### src/sv/ascon_aead128_engine_assert.svh
// Assertion macros used by the Ascon-AEAD128 engine top level.
`ifndef ASCON_AEAD128_ENGINE_ASSERT_SVH
`define ASCON_AEAD128_ENGINE_ASSERT_SVH

// Same-cycle implication, checked outside reset.
`define ASCON_ASSERT_NOW(label, ante, cons, msg) \
	label: assert property (@(posedge clk) disable iff (!arst_n) (ante) |-> (cons)) \
		else $error(msg);

// Next-cycle implication, checked outside reset.
`define ASCON_ASSERT_NEXT(label, ante, cons, msg) \
	label: assert property (@(posedge clk) disable iff (!arst_n) (ante) |=> (cons)) \
		else $error(msg);

`endif

### src/sv/ascon_pkg.sv
// Types, codes and helper functions of the Ascon-AEAD128 engine.
package ascon_pkg;

	typedef logic [4:0][63:0] state_t;

	localparam logic [63:0] ASCON_IV   = 64'h0000_1000_808c_0001;
	localparam logic [63:0] ASCON_DSEP = 64'h8000_0000_0000_0000;

	localparam logic [1:0] KIND_NONCE = 2'd0;
	localparam logic [1:0] KIND_AD    = 2'd1;
	localparam logic [1:0] KIND_MSG   = 2'd2;
	localparam logic [1:0] KIND_TAG   = 2'd3;

	localparam logic [1:0] RES_DATA    = 2'd0;
	localparam logic [1:0] RES_TAG     = 2'd1;
	localparam logic [1:0] RES_VERDICT = 2'd2;

	localparam logic [1:0] PH_IDLE     = 2'd0;
	localparam logic [1:0] PH_AD       = 2'd1;
	localparam logic [1:0] PH_MSG      = 2'd2;
	localparam logic [1:0] PH_WAIT_TAG = 2'd3;

	localparam logic [1:0] CFG_KEY_LOW  = 2'd0;
	localparam logic [1:0] CFG_KEY_HIGH = 2'd1;
	localparam logic [1:0] CFG_MODE     = 2'd2;

	localparam logic [3:0] LAST_ROUND = 4'd11;
	localparam logic [3:0] ROUND_P12  = 4'd0;
	localparam logic [3:0] ROUND_P8   = 4'd4;

	function automatic logic [63:0] rotr(input logic [63:0] v, input int n);
		return (v >> n) | (v << (64 - n));
	endfunction

	function automatic logic [7:0] round_const(input logic [3:0] r);
		return {~r, r};
	endfunction

	function automatic logic [127:0] byte_mask(input logic [4:0] n);
		logic [127:0] m;
		for (int i = 0; i < 16; i++) begin
			m[8*i +: 8] = (5'(i) < n) ? 8'hff : 8'h00;
		end
		return m;
	endfunction

	function automatic logic [127:0] pad_bit(input logic [4:0] n);
		logic [127:0] p;
		p = '0;
		for (int i = 0; i < 16; i++) begin
			p[8*i] = (5'(i) == n);
		end
		return p;
	endfunction

endpackage

### src/sv/ascon_round.sv
// One round of the Ascon permutation: constant addition, S-box layer, linear layer.
module ascon_perm_round (
	input  ascon_pkg::state_t   lanes_in,
	input  logic [7:0]          rc,
	output ascon_pkg::state_t   lanes_out
);
	import ascon_pkg::*;

	logic [63:0] a0, a1, a2, a3, a4;
	logic [63:0] s0, s1, s2, s3, s4;
	logic [63:0] t0, t1, t2, t3, t4;

	always_comb begin
		a0 = lanes_in[0] ^ lanes_in[4];
		a4 = lanes_in[4] ^ lanes_in[3];
		a2 = lanes_in[2] ^ {56'd0, rc} ^ lanes_in[1];
		a1 = lanes_in[1];
		a3 = lanes_in[3];
		s0 = a0 ^ (~a1 & a2);
		s1 = a1 ^ (~a2 & a3);
		s2 = a2 ^ (~a3 & a4);
		s3 = a3 ^ (~a4 & a0);
		s4 = a4 ^ (~a0 & a1);
		t1 = s1 ^ s0;
		t0 = s0 ^ s4;
		t3 = s3 ^ s2;
		t2 = ~s2;
		t4 = s4;
		lanes_out[0] = t0 ^ rotr(t0, 19) ^ rotr(t0, 28);
		lanes_out[1] = t1 ^ rotr(t1, 61) ^ rotr(t1, 39);
		lanes_out[2] = t2 ^ rotr(t2, 1) ^ rotr(t2, 6);
		lanes_out[3] = t3 ^ rotr(t3, 10) ^ rotr(t3, 17);
		lanes_out[4] = t4 ^ rotr(t4, 7) ^ rotr(t4, 41);
	end

endmodule

### src/sv/ascon_aead128_engine.sv
// Top level of the Ascon-AEAD128 engine: sequencer, one shared round unit and result register.
// Absorbed block: accept, decode, 8 rounds, finish. A final message block or an ignored item
// returns to idle from decode, where a message result is registered. Nonce and tag items run
// 12 rounds; closing open associated data adds a padding permutation of 8 rounds, or a second
// decode when no block was absorbed. A result waiting in the output register stalls the next result.
// Asynchronous active-low reset clears keys, mode, lanes, phase and all control state.
`include "ascon_aead128_engine_assert.svh"

module ascon_aead128_engine (
	input  logic        clk,
	input  logic        arst_n,
	input  logic        cfg_we,
	input  logic [1:0]  cfg_index,
	input  logic [63:0] cfg_data,
	input  logic        in_valid,
	output logic        in_ready,
	input  logic [1:0]  kind,
	input  logic [63:0] word_low,
	input  logic [63:0] word_high,
	input  logic [4:0]  byte_count,
	input  logic        last,
	output logic        out_valid,
	input  logic        out_ready,
	output logic [1:0]  result_kind,
	output logic [63:0] data_low,
	output logic [63:0] data_high,
	output logic [4:0]  out_count,
	output logic        auth_ok
);
	import ascon_pkg::*;

	localparam logic [1:0] ST_IDLE   = 2'd0;
	localparam logic [1:0] ST_DECODE = 2'd1;
	localparam logic [1:0] ST_PERM   = 2'd2;
	localparam logic [1:0] ST_FIN    = 2'd3;

	localparam logic [2:0] AFT_NONE    = 3'd0;
	localparam logic [2:0] AFT_NONCE   = 3'd1;
	localparam logic [2:0] AFT_AD_FULL = 3'd2;
	localparam logic [2:0] AFT_AD_LAST = 3'd3;
	localparam logic [2:0] AFT_CLOSE   = 3'd4;
	localparam logic [2:0] AFT_TAG     = 3'd5;

	logic [63:0]  key_low_q, key_high_q;
	logic         dec_q;
	state_t       lanes_q;
	logic [1:0]   phase_q;
	logic         data_seen_q;
	logic [1:0]   state_q;
	logic [3:0]   round_q;
	logic [2:0]   after_q;
	logic [1:0]   kind_q;
	logic [127:0] word_q;
	logic [4:0]   cnt_q;
	logic         last_q;

	logic         out_valid_q;
	logic [1:0]   result_kind_q;
	logic [127:0] data_q;
	logic [4:0]   out_count_q;
	logic         auth_ok_q;

	state_t       round_out;
	logic [4:0]   n_c;
	logic [127:0] mask_c, pad_c, blk_c, wm_c, ad_blk_c, msg_blk_c, msg_out_c;
	logic [127:0] tag_c;
	logic         out_free_c;
	logic         out_load_c;

	ascon_perm_round u_round (
		.lanes_in  (lanes_q),
		.rc        (round_const(round_q)),
		.lanes_out (round_out)
	);

	always_comb begin
		if (!last_q) begin
			n_c = 5'd16;
		end else if (cnt_q > 5'd15) begin
			n_c = 5'd15;
		end else begin
			n_c = cnt_q;
		end
		mask_c   = byte_mask(n_c);
		pad_c    = last_q ? pad_bit(n_c) : 128'd0;
		blk_c    = {lanes_q[1], lanes_q[0]};
		wm_c     = word_q & mask_c;
		ad_blk_c = blk_c ^ wm_c ^ pad_c;
		if (dec_q) begin
			msg_out_c = (blk_c ^ wm_c) & mask_c;
			msg_blk_c = ((blk_c & ~mask_c) | wm_c) ^ pad_c;
		end else begin
			msg_out_c = (blk_c ^ wm_c) & mask_c;
			msg_blk_c = blk_c ^ wm_c ^ pad_c;
		end
		tag_c      = {lanes_q[4] ^ key_high_q, lanes_q[3] ^ key_low_q};
		out_free_c = !out_valid_q || out_ready;
		out_load_c = out_free_c &&
			((state_q == ST_DECODE && kind_q == KIND_MSG && phase_q == PH_MSG) ||
			(state_q == ST_FIN && after_q == AFT_TAG));
	end

	assign in_ready    = (state_q == ST_IDLE);
	assign out_valid   = out_valid_q;
	assign result_kind = result_kind_q;
	assign data_low    = data_q[63:0];
	assign data_high   = data_q[127:64];
	assign out_count   = out_count_q;
	assign auth_ok     = auth_ok_q;

	always_ff @(posedge clk or negedge arst_n) begin
		if (!arst_n) begin
			key_low_q     <= '0;
			key_high_q    <= '0;
			dec_q         <= 1'b0;
			lanes_q       <= '0;
			phase_q       <= PH_IDLE;
			data_seen_q   <= 1'b0;
			state_q       <= ST_IDLE;
			round_q       <= '0;
			after_q       <= AFT_NONE;
			kind_q        <= KIND_NONCE;
			word_q        <= '0;
			cnt_q         <= '0;
			last_q        <= 1'b0;
			out_valid_q   <= 1'b0;
			result_kind_q <= RES_DATA;
			data_q        <= '0;
			out_count_q   <= '0;
			auth_ok_q     <= 1'b0;
		end else begin
			if (cfg_we) begin
				unique case (cfg_index)
					CFG_KEY_LOW:  key_low_q <= cfg_data;
					CFG_KEY_HIGH: key_high_q <= cfg_data;
					CFG_MODE:     dec_q <= cfg_data[0];
					default:      ;
				endcase
			end
			if (out_valid_q && out_ready && !out_load_c) begin
				out_valid_q <= 1'b0;
			end
			unique case (state_q)
				ST_IDLE: begin
					if (in_valid) begin
						kind_q  <= kind;
						word_q  <= {word_high, word_low};
						cnt_q   <= byte_count;
						last_q  <= last;
						state_q <= ST_DECODE;
					end
				end
				ST_DECODE: begin
					if (kind_q == KIND_NONCE) begin
						lanes_q[0] <= ASCON_IV;
						lanes_q[1] <= key_low_q;
						lanes_q[2] <= key_high_q;
						lanes_q[3] <= word_q[63:0];
						lanes_q[4] <= word_q[127:64];
						round_q    <= ROUND_P12;
						after_q    <= AFT_NONCE;
						state_q    <= ST_PERM;
					end else if (phase_q == PH_IDLE) begin
						state_q <= ST_IDLE;
					end else if (kind_q == KIND_AD) begin
						if (phase_q != PH_AD) begin
							state_q <= ST_IDLE;
						end else if (!last_q || n_c != 5'd0 || data_seen_q) begin
							{lanes_q[1], lanes_q[0]} <= ad_blk_c;
							round_q <= ROUND_P8;
							after_q <= last_q ? AFT_AD_LAST : AFT_AD_FULL;
							state_q <= ST_PERM;
						end else begin
							lanes_q[4] <= lanes_q[4] ^ ASCON_DSEP;
							phase_q    <= PH_MSG;
							state_q    <= ST_IDLE;
						end
					end else if (phase_q == PH_AD) begin
						if (data_seen_q) begin
							lanes_q[0] <= lanes_q[0] ^ 64'd1;
							round_q    <= ROUND_P8;
							after_q    <= AFT_CLOSE;
							state_q    <= ST_PERM;
						end else begin
							lanes_q[4] <= lanes_q[4] ^ ASCON_DSEP;
							phase_q    <= PH_MSG;
						end
					end else if (kind_q == KIND_MSG) begin
						if (phase_q != PH_MSG) begin
							state_q <= ST_IDLE;
						end else if (out_free_c) begin
							out_valid_q   <= 1'b1;
							result_kind_q <= RES_DATA;
							data_q        <= msg_out_c;
							out_count_q   <= n_c;
							auth_ok_q     <= 1'b0;
							{lanes_q[1], lanes_q[0]} <= msg_blk_c;
							if (last_q) begin
								phase_q <= PH_WAIT_TAG;
								state_q <= ST_IDLE;
							end else begin
								round_q <= ROUND_P8;
								after_q <= AFT_NONE;
								state_q <= ST_PERM;
							end
						end
					end else begin
						lanes_q[0] <= lanes_q[0] ^ {63'd0, phase_q == PH_MSG};
						lanes_q[2] <= lanes_q[2] ^ key_low_q;
						lanes_q[3] <= lanes_q[3] ^ key_high_q;
						round_q    <= ROUND_P12;
						after_q    <= AFT_TAG;
						state_q    <= ST_PERM;
					end
				end
				ST_PERM: begin
					lanes_q <= round_out;
					round_q <= round_q + 4'd1;
					if (round_q == LAST_ROUND) begin
						state_q <= ST_FIN;
					end
				end
				ST_FIN: begin
					unique case (after_q)
						AFT_NONCE: begin
							lanes_q[3]  <= lanes_q[3] ^ key_low_q;
							lanes_q[4]  <= lanes_q[4] ^ key_high_q;
							phase_q     <= PH_AD;
							data_seen_q <= 1'b0;
							state_q     <= ST_IDLE;
						end
						AFT_AD_FULL: begin
							data_seen_q <= 1'b1;
							state_q     <= ST_IDLE;
						end
						AFT_AD_LAST: begin
							lanes_q[4] <= lanes_q[4] ^ ASCON_DSEP;
							phase_q    <= PH_MSG;
							state_q    <= ST_IDLE;
						end
						AFT_CLOSE: begin
							lanes_q[4] <= lanes_q[4] ^ ASCON_DSEP;
							phase_q    <= PH_MSG;
							state_q    <= ST_DECODE;
						end
						AFT_TAG: begin
							if (out_free_c) begin
								out_valid_q <= 1'b1;
								if (dec_q) begin
									result_kind_q <= RES_VERDICT;
									data_q        <= '0;
									out_count_q   <= 5'd0;
									auth_ok_q     <= (tag_c == word_q);
								end else begin
									result_kind_q <= RES_TAG;
									data_q        <= tag_c;
									out_count_q   <= 5'd16;
									auth_ok_q     <= 1'b0;
								end
								lanes_q     <= '0;
								phase_q     <= PH_IDLE;
								data_seen_q <= 1'b0;
								state_q     <= ST_IDLE;
							end
						end
						default: begin
							state_q <= ST_IDLE;
						end
					endcase
				end
				default: begin
					state_q <= ST_IDLE;
				end
			endcase
		end
	end

	`ASCON_ASSERT_NEXT(a_accept_decodes, in_valid && in_ready, state_q == ST_DECODE, "accepted item did not reach decode")
	`ASCON_ASSERT_NOW(a_round_range, state_q == ST_PERM, round_q <= LAST_ROUND, "round counter out of range")
	`ASCON_ASSERT_NEXT(a_result_held, out_valid_q && !out_ready, out_valid_q && $stable(data_q) && $stable(result_kind_q), "pending result overwritten")
	`ASCON_ASSERT_NEXT(a_tag_clears, state_q == ST_FIN && after_q == AFT_TAG && out_free_c, phase_q == PH_IDLE && lanes_q == '0 && out_valid_q, "tag finish did not clear state")

endmodule

### config.mk
export PLATFORM = sky130hd
export DESIGN_NAME = ascon_aead128_engine
export DESIGN_NICKNAME = d
export VERILOG_FILES = /design/src/sv/ascon_pkg.sv /design/src/sv/ascon_round.sv /design/src/sv/ascon_aead128_engine.sv
export VERILOG_INCLUDE_DIRS = /design/src /design/src/sv
export SDC_FILE = /design/constraint.sdc
export NUM_CORES = 2
export LEC_CHECK = 0
export BUFFER_PORTS_ARGS = -buffer_cell sky130_fd_sc_hd__buf_4
export CORE_MARGIN = 2
export CORE_UTILIZATION = 30
export CTS_CLUSTER_SIZE = 40
export DETAILED_ROUTE_END_ITERATION = 7
export PLACE_DENSITY_LB_ADDON = 0.2
export SLEW_MARGIN = 20
export SYNTH_ARGS = -nofsm -noshare
export SYNTH_HDL_FRONTEND = slang
export SYNTH_HIERARCHICAL = 1
export SYNTH_SLANG_ARGS = --single-unit
### constraint.sdc
create_clock -name clk -period 4.6 [get_ports clk]
set_clock_uncertainty 0.15 [all_clocks]
set_input_delay 0.23 -clock clk [delete_from_list [all_inputs] [get_ports clk]]
set_output_delay 0.23 -clock clk [all_outputs]
set_load 0.01 [all_outputs]
======== After elaboration in Yosys (flattened, before gate mapping) ========
Index checks and enable logic that the tools add are counted.
word-level totals
  word-level logic and storage cells ...... 378
  memories kept ........................... 0
  RAM bits ................................ 0
  latch bits .............................. 0
  register bits after elaboration ......... 734
  ROM bits ................................ 0
cells by class
  $lt $le $gt $ge ......................... 17
  shift operators ......................... 0
  muxes and demuxes ....................... 151
  eq/ne operators ......................... 85
  $mul .................................... 0
  bitwise gates (word level) .............. 59
  reduce and logical (&&, ||, !) cells .... 41
  add/subtract/negate cells ............... 1
  div/mod/pow operators ................... 0
operators by type and width
  operator                                            number
  128-bit 2-to-1 mux                                  18
  64-bit bitwise XOR                                  25
  320-bit 2-to-1 mux                                  3
  320-bit one-hot mux with 3 select lines             1
  64-bit 2-to-1 mux                                   8
  128-bit bitwise AND                                 3
  192-bit 2-to-1 mux                                  2
  64-bit inverter                                     6
  64-bit bitwise AND                                  5
  128-bit one-hot mux with 2 select lines             1
  128-bit by 121-bit bitwise XOR with 128-bit output  2
  64-bit one-hot mux with 3 select lines              1
  128-bit == test                                     1
  8-bit 2-to-1 mux                                    16
  128-bit inverter                                    1
  128-bit bitwise OR                                  1
  64-bit one-hot mux with 2 select lines              1
  128-bit bitwise XOR                                 1
  121-bit 2-to-1 mux                                  1
  2-bit 2-to-1 mux                                    34
  23-bit by 64-bit bitwise OR with 64-bit output      1
  25-bit by 64-bit bitwise OR with 64-bit output      1
  3-bit by 64-bit bitwise OR with 64-bit output       1
  36-bit by 64-bit bitwise OR with 64-bit output      1
  other kinds (66)                                    219

======== Longest topological paths before layout ========
  word-level depth ........................ 18
  depth in mapped cells ................... 12
  mapped depth without buffers ............ 10

======== Cells and area by module ========
The synthesis kept the hierarchy.
by module, submodules not included
  module                cells an instance  area an instance (µm²)  seq. area each (µm²)  times used
  ascon_aead128_engine  4522               42577.1                 18367.6               1
  ascon_perm_round      1566               16001.6                 0.0                   1

======== Worst setup path after synthesis ========
OpenSTA, ideal clock, no wires.
  kind .................................... reg-to-reg
  start ................................... reg round_q[1]
  end ..................................... reg lanes_q[251] (netlist name)
  setup time .............................. 121 ps
  path slack .............................. 1722 ps
  stages on the path, launching flop included .. 10
  arrival time ............................ 2607 ps
  cells stage by stage .................... dfrtp_1 > inv_1 > xor2_1 > ha_1 > xnor2_1 > xnor2_1 > xnor3_1 > a222oi_1 > o21ai_0 > a22o_1
RTL lines
  what                      RTL line                     source
  start: declaration        ascon_aead128_engine.sv:50   logic [3:0] round_q;
  start signal: assignment  ascon_aead128_engine.sv:218  round_q <= round_q + 4'd1;
  end signal: assignment    ascon_aead128_engine.sv:217  lanes_q <= round_out;
  end: declaration          ascon_aead128_engine.sv:46   state_t lanes_q;

==> results.toml <==
[grt]
grt_antenna_before_repair = 29
grt_max_degree = 146
grt_usage_pct = 32.3
grt_pass1_wl_um = 443000
overflow = 0
grt_pass1_vias = 50473

[timing]
period_share_pct = 81.6
fmax_mhz = 266
final_max_slew_viol_count = 0
worst_hold_slack_ns = 0.0297
slew_headroom_pct = 3.82
grt_setup_unrepaired = "false"
fin_crit_ns = 3.75
final.setup.tns_ns = 0
worst_pin_slew_ns = 1.43
finalHoldViolCount = 0
setup_violations = 0

[finish]
layout_commonest_cell = "o21ai_0"
area_delta_synth_final_pct = 22.0
drive_above_1_share_pct = 17.8
layout_common_cells = "766 x o21ai_0, 734 x dfrtp_1, 610 x buf_4"
num-nets-final = 7010

[yosys]
synth_seq_area_share_pct = 31.4
ys_ff_latch = 734
synth.distinct_cells = 77
synthSimpleGateAreaFrac_pct = 9.57
synth_cells = 6088
syn_nets = 6435
yosysWarnings = 6
synthAdderAreaFrac_pct = 3.59
synth_xor_area_share_pct = 27.2
netlist_area_um2 = 58600
synth-compound-area-share_pct = 19.1
synth_top_flop_cell = "dfrtp_1"
synth_top_family_by_area = "XOR/XNOR gates"
synth_edf_count = 0
syn_avg_cell_area_um2 = 9.62
ys_async_sr_fraction_pct = 100
synthMuxAreaShare_pct = 5.44

[critical_path]
worstPathRequired_ns = 5.09
worstPathArrival_ns = 4.25
critPathCaptureType = "register"
r2r-start = "round_q[1]"
crit_type = "register to register"
path_max_fanout = 4
startpoint = "round_q[1]"
critPathLaunchType = "register"

[cts]
cts_made_buffers = 98
cts_resized = 0
clk_latency_ns = 0.79
clock_path_buffers = 3
cts_hold_buf = 208
post-cts-setup-buffers = 0
htreeDepth = 3
cts_root_buf = "clkbuf_16"
cts_tree = "done"
path_clk_slew_ns = 0.06
cts_sinks = 734

[drt]
via_per_inst = 5.89
dr.first_iter.drc_count = 7577
first_pass_iters = 8
drt-wirelength-per-cell_um = 35.6
num_vias = 54751
drc = 12
drtAntennaViolNets = 0
wl_um = 331000

[die]
initial_core_util_pct = 30.1
die_w_um = 446
core_um2 = 194000
die_h_um = 446
dieArea_um2 = 199000
ios = 345
row_count = 162

[placed_design]
gp_congestion = 1.09
port_buffers = 344
dpl.hpwl_um = 252000

[flow_run]
cap_violations = 0

[worst_hold_path]
hp-class = "input pin to asynchronous set/reset pin"

[outcome]
status = "complete, but fails checks"
violations = "DRC"
Yosys cell counts (35+ instances only):
cell      number  area [um2]
xnor2_2       64        1040
mux2_2       273        3070
dfrtp_1      734       18400
a22oi_1      259        1940
xnor2_1      525        4600
nor2b_1       95         594
xor2_1       508        4450
xnor3_1      210        4730
a21oi_1      196         981
o211ai_1      45         338
nor3b_1       72         541
clkbuf_1     308        1160
xor3_1        46        1090
ha_1         140        1750
nand2_1      427        1600
nor2_1       490        1840
inv_1        195         732
o21ai_0      766        3830
a222oi_1     145        1450
maj3_1        35         350
a221oi_1      77         674
a22o_1        66         578
layer usage:
| layer | vias to the layer above | global-route usage [%] | share of wire [%] |
|---|---|---|---|
| li1 | 22989 | - | - |
| met1 | 27679 | 41.8 | 40 |
| met2 | 3296 | 49.0 | 43 |
| met3 | 759 | 7.89 | 9.8 |
| met4 | 28 | 19.0 | 7.1 |
| met5 | - | 0 | 0.053 |
worst paths after layout:
check / endpoint / slack [ns] / depth (start not counted)
hold reg to reg: data_q[119] / 0.33 / 2
max in group asynchronous: data_q[31] / 3.34 / 3
setup / recovery: lanes_q[251] / 0.85 / 10
hold / removal: lanes_q[244] / 0.03 / 3
setup reg to reg: lanes_q[251] / 0.85 / 10
min in group clk: word_q[102] / 0.07 / 3
flip-flops by register name, summed over array words and instances (netlist names), named ones only:
name         count
after_q          3
auth_ok          1
blk_c           72
cnt_q            5
data_q         128
data_seen_q      1
dec_q            1
key_high_q      64
key_low_q       64
kind_q           2
lanes_q        192
last_q           1
out_count        5
out_valid        1
phase_q          2
result_kind      2
round_q          4
state_q          1
word_q         128
through the flow:
step	setup slack, ns	utilization [%]	std cells	cell area, um2
4_1_cts	0.867	36.7	9282	71400
5_1_grt	0.769	36.7	9287	71400
3_5_place_dp	0.880	33.8	8897	65800
3_3_place_gp	0.899	33.8	8897	65800
2_1_floorplan	1.72	-	6088	58600
6_report	0.847	36.8	9300	71500
logic make-up after synthesis:
logic type                 after synthesis
and+or+nand+nor                       1248
DFF                                    734
adders and majority gates              175
buffers and inverters                  569
AOI/OAI and AO/OA                     1723
muxes                                  284
xor gates and xnor gates              1355
area by class of cell:
class / count / area [um2]
multi-input cells: 4785 / 38300
diodes: 18 / 45.0
inverters: 195 / 732
clock inverters: 56 / 831
clock buffers: 121 / 2690
well taps: 2542 / 3180
fillers: 19577 / 123000
repair buffers: 849 / 7290
flip-flops and latches: 734 / 18400
critical path, cell delays in order, from the launching register on:
cell and delay (ns):
dfrtp_1 0.43, inv_1 0.11, xor2_1 0.20, ha_1 0.28, xnor2_1 0.73, xnor2_1 0.19, buf_4 0.22, xnor3_1 0.52
a222oi_1 0.39, o21ai_0 0.14, a22o_1 0.24
Power is not shown: default switching activity piles up to over one toggle a cycle in this logic, so the estimate is an artifact.
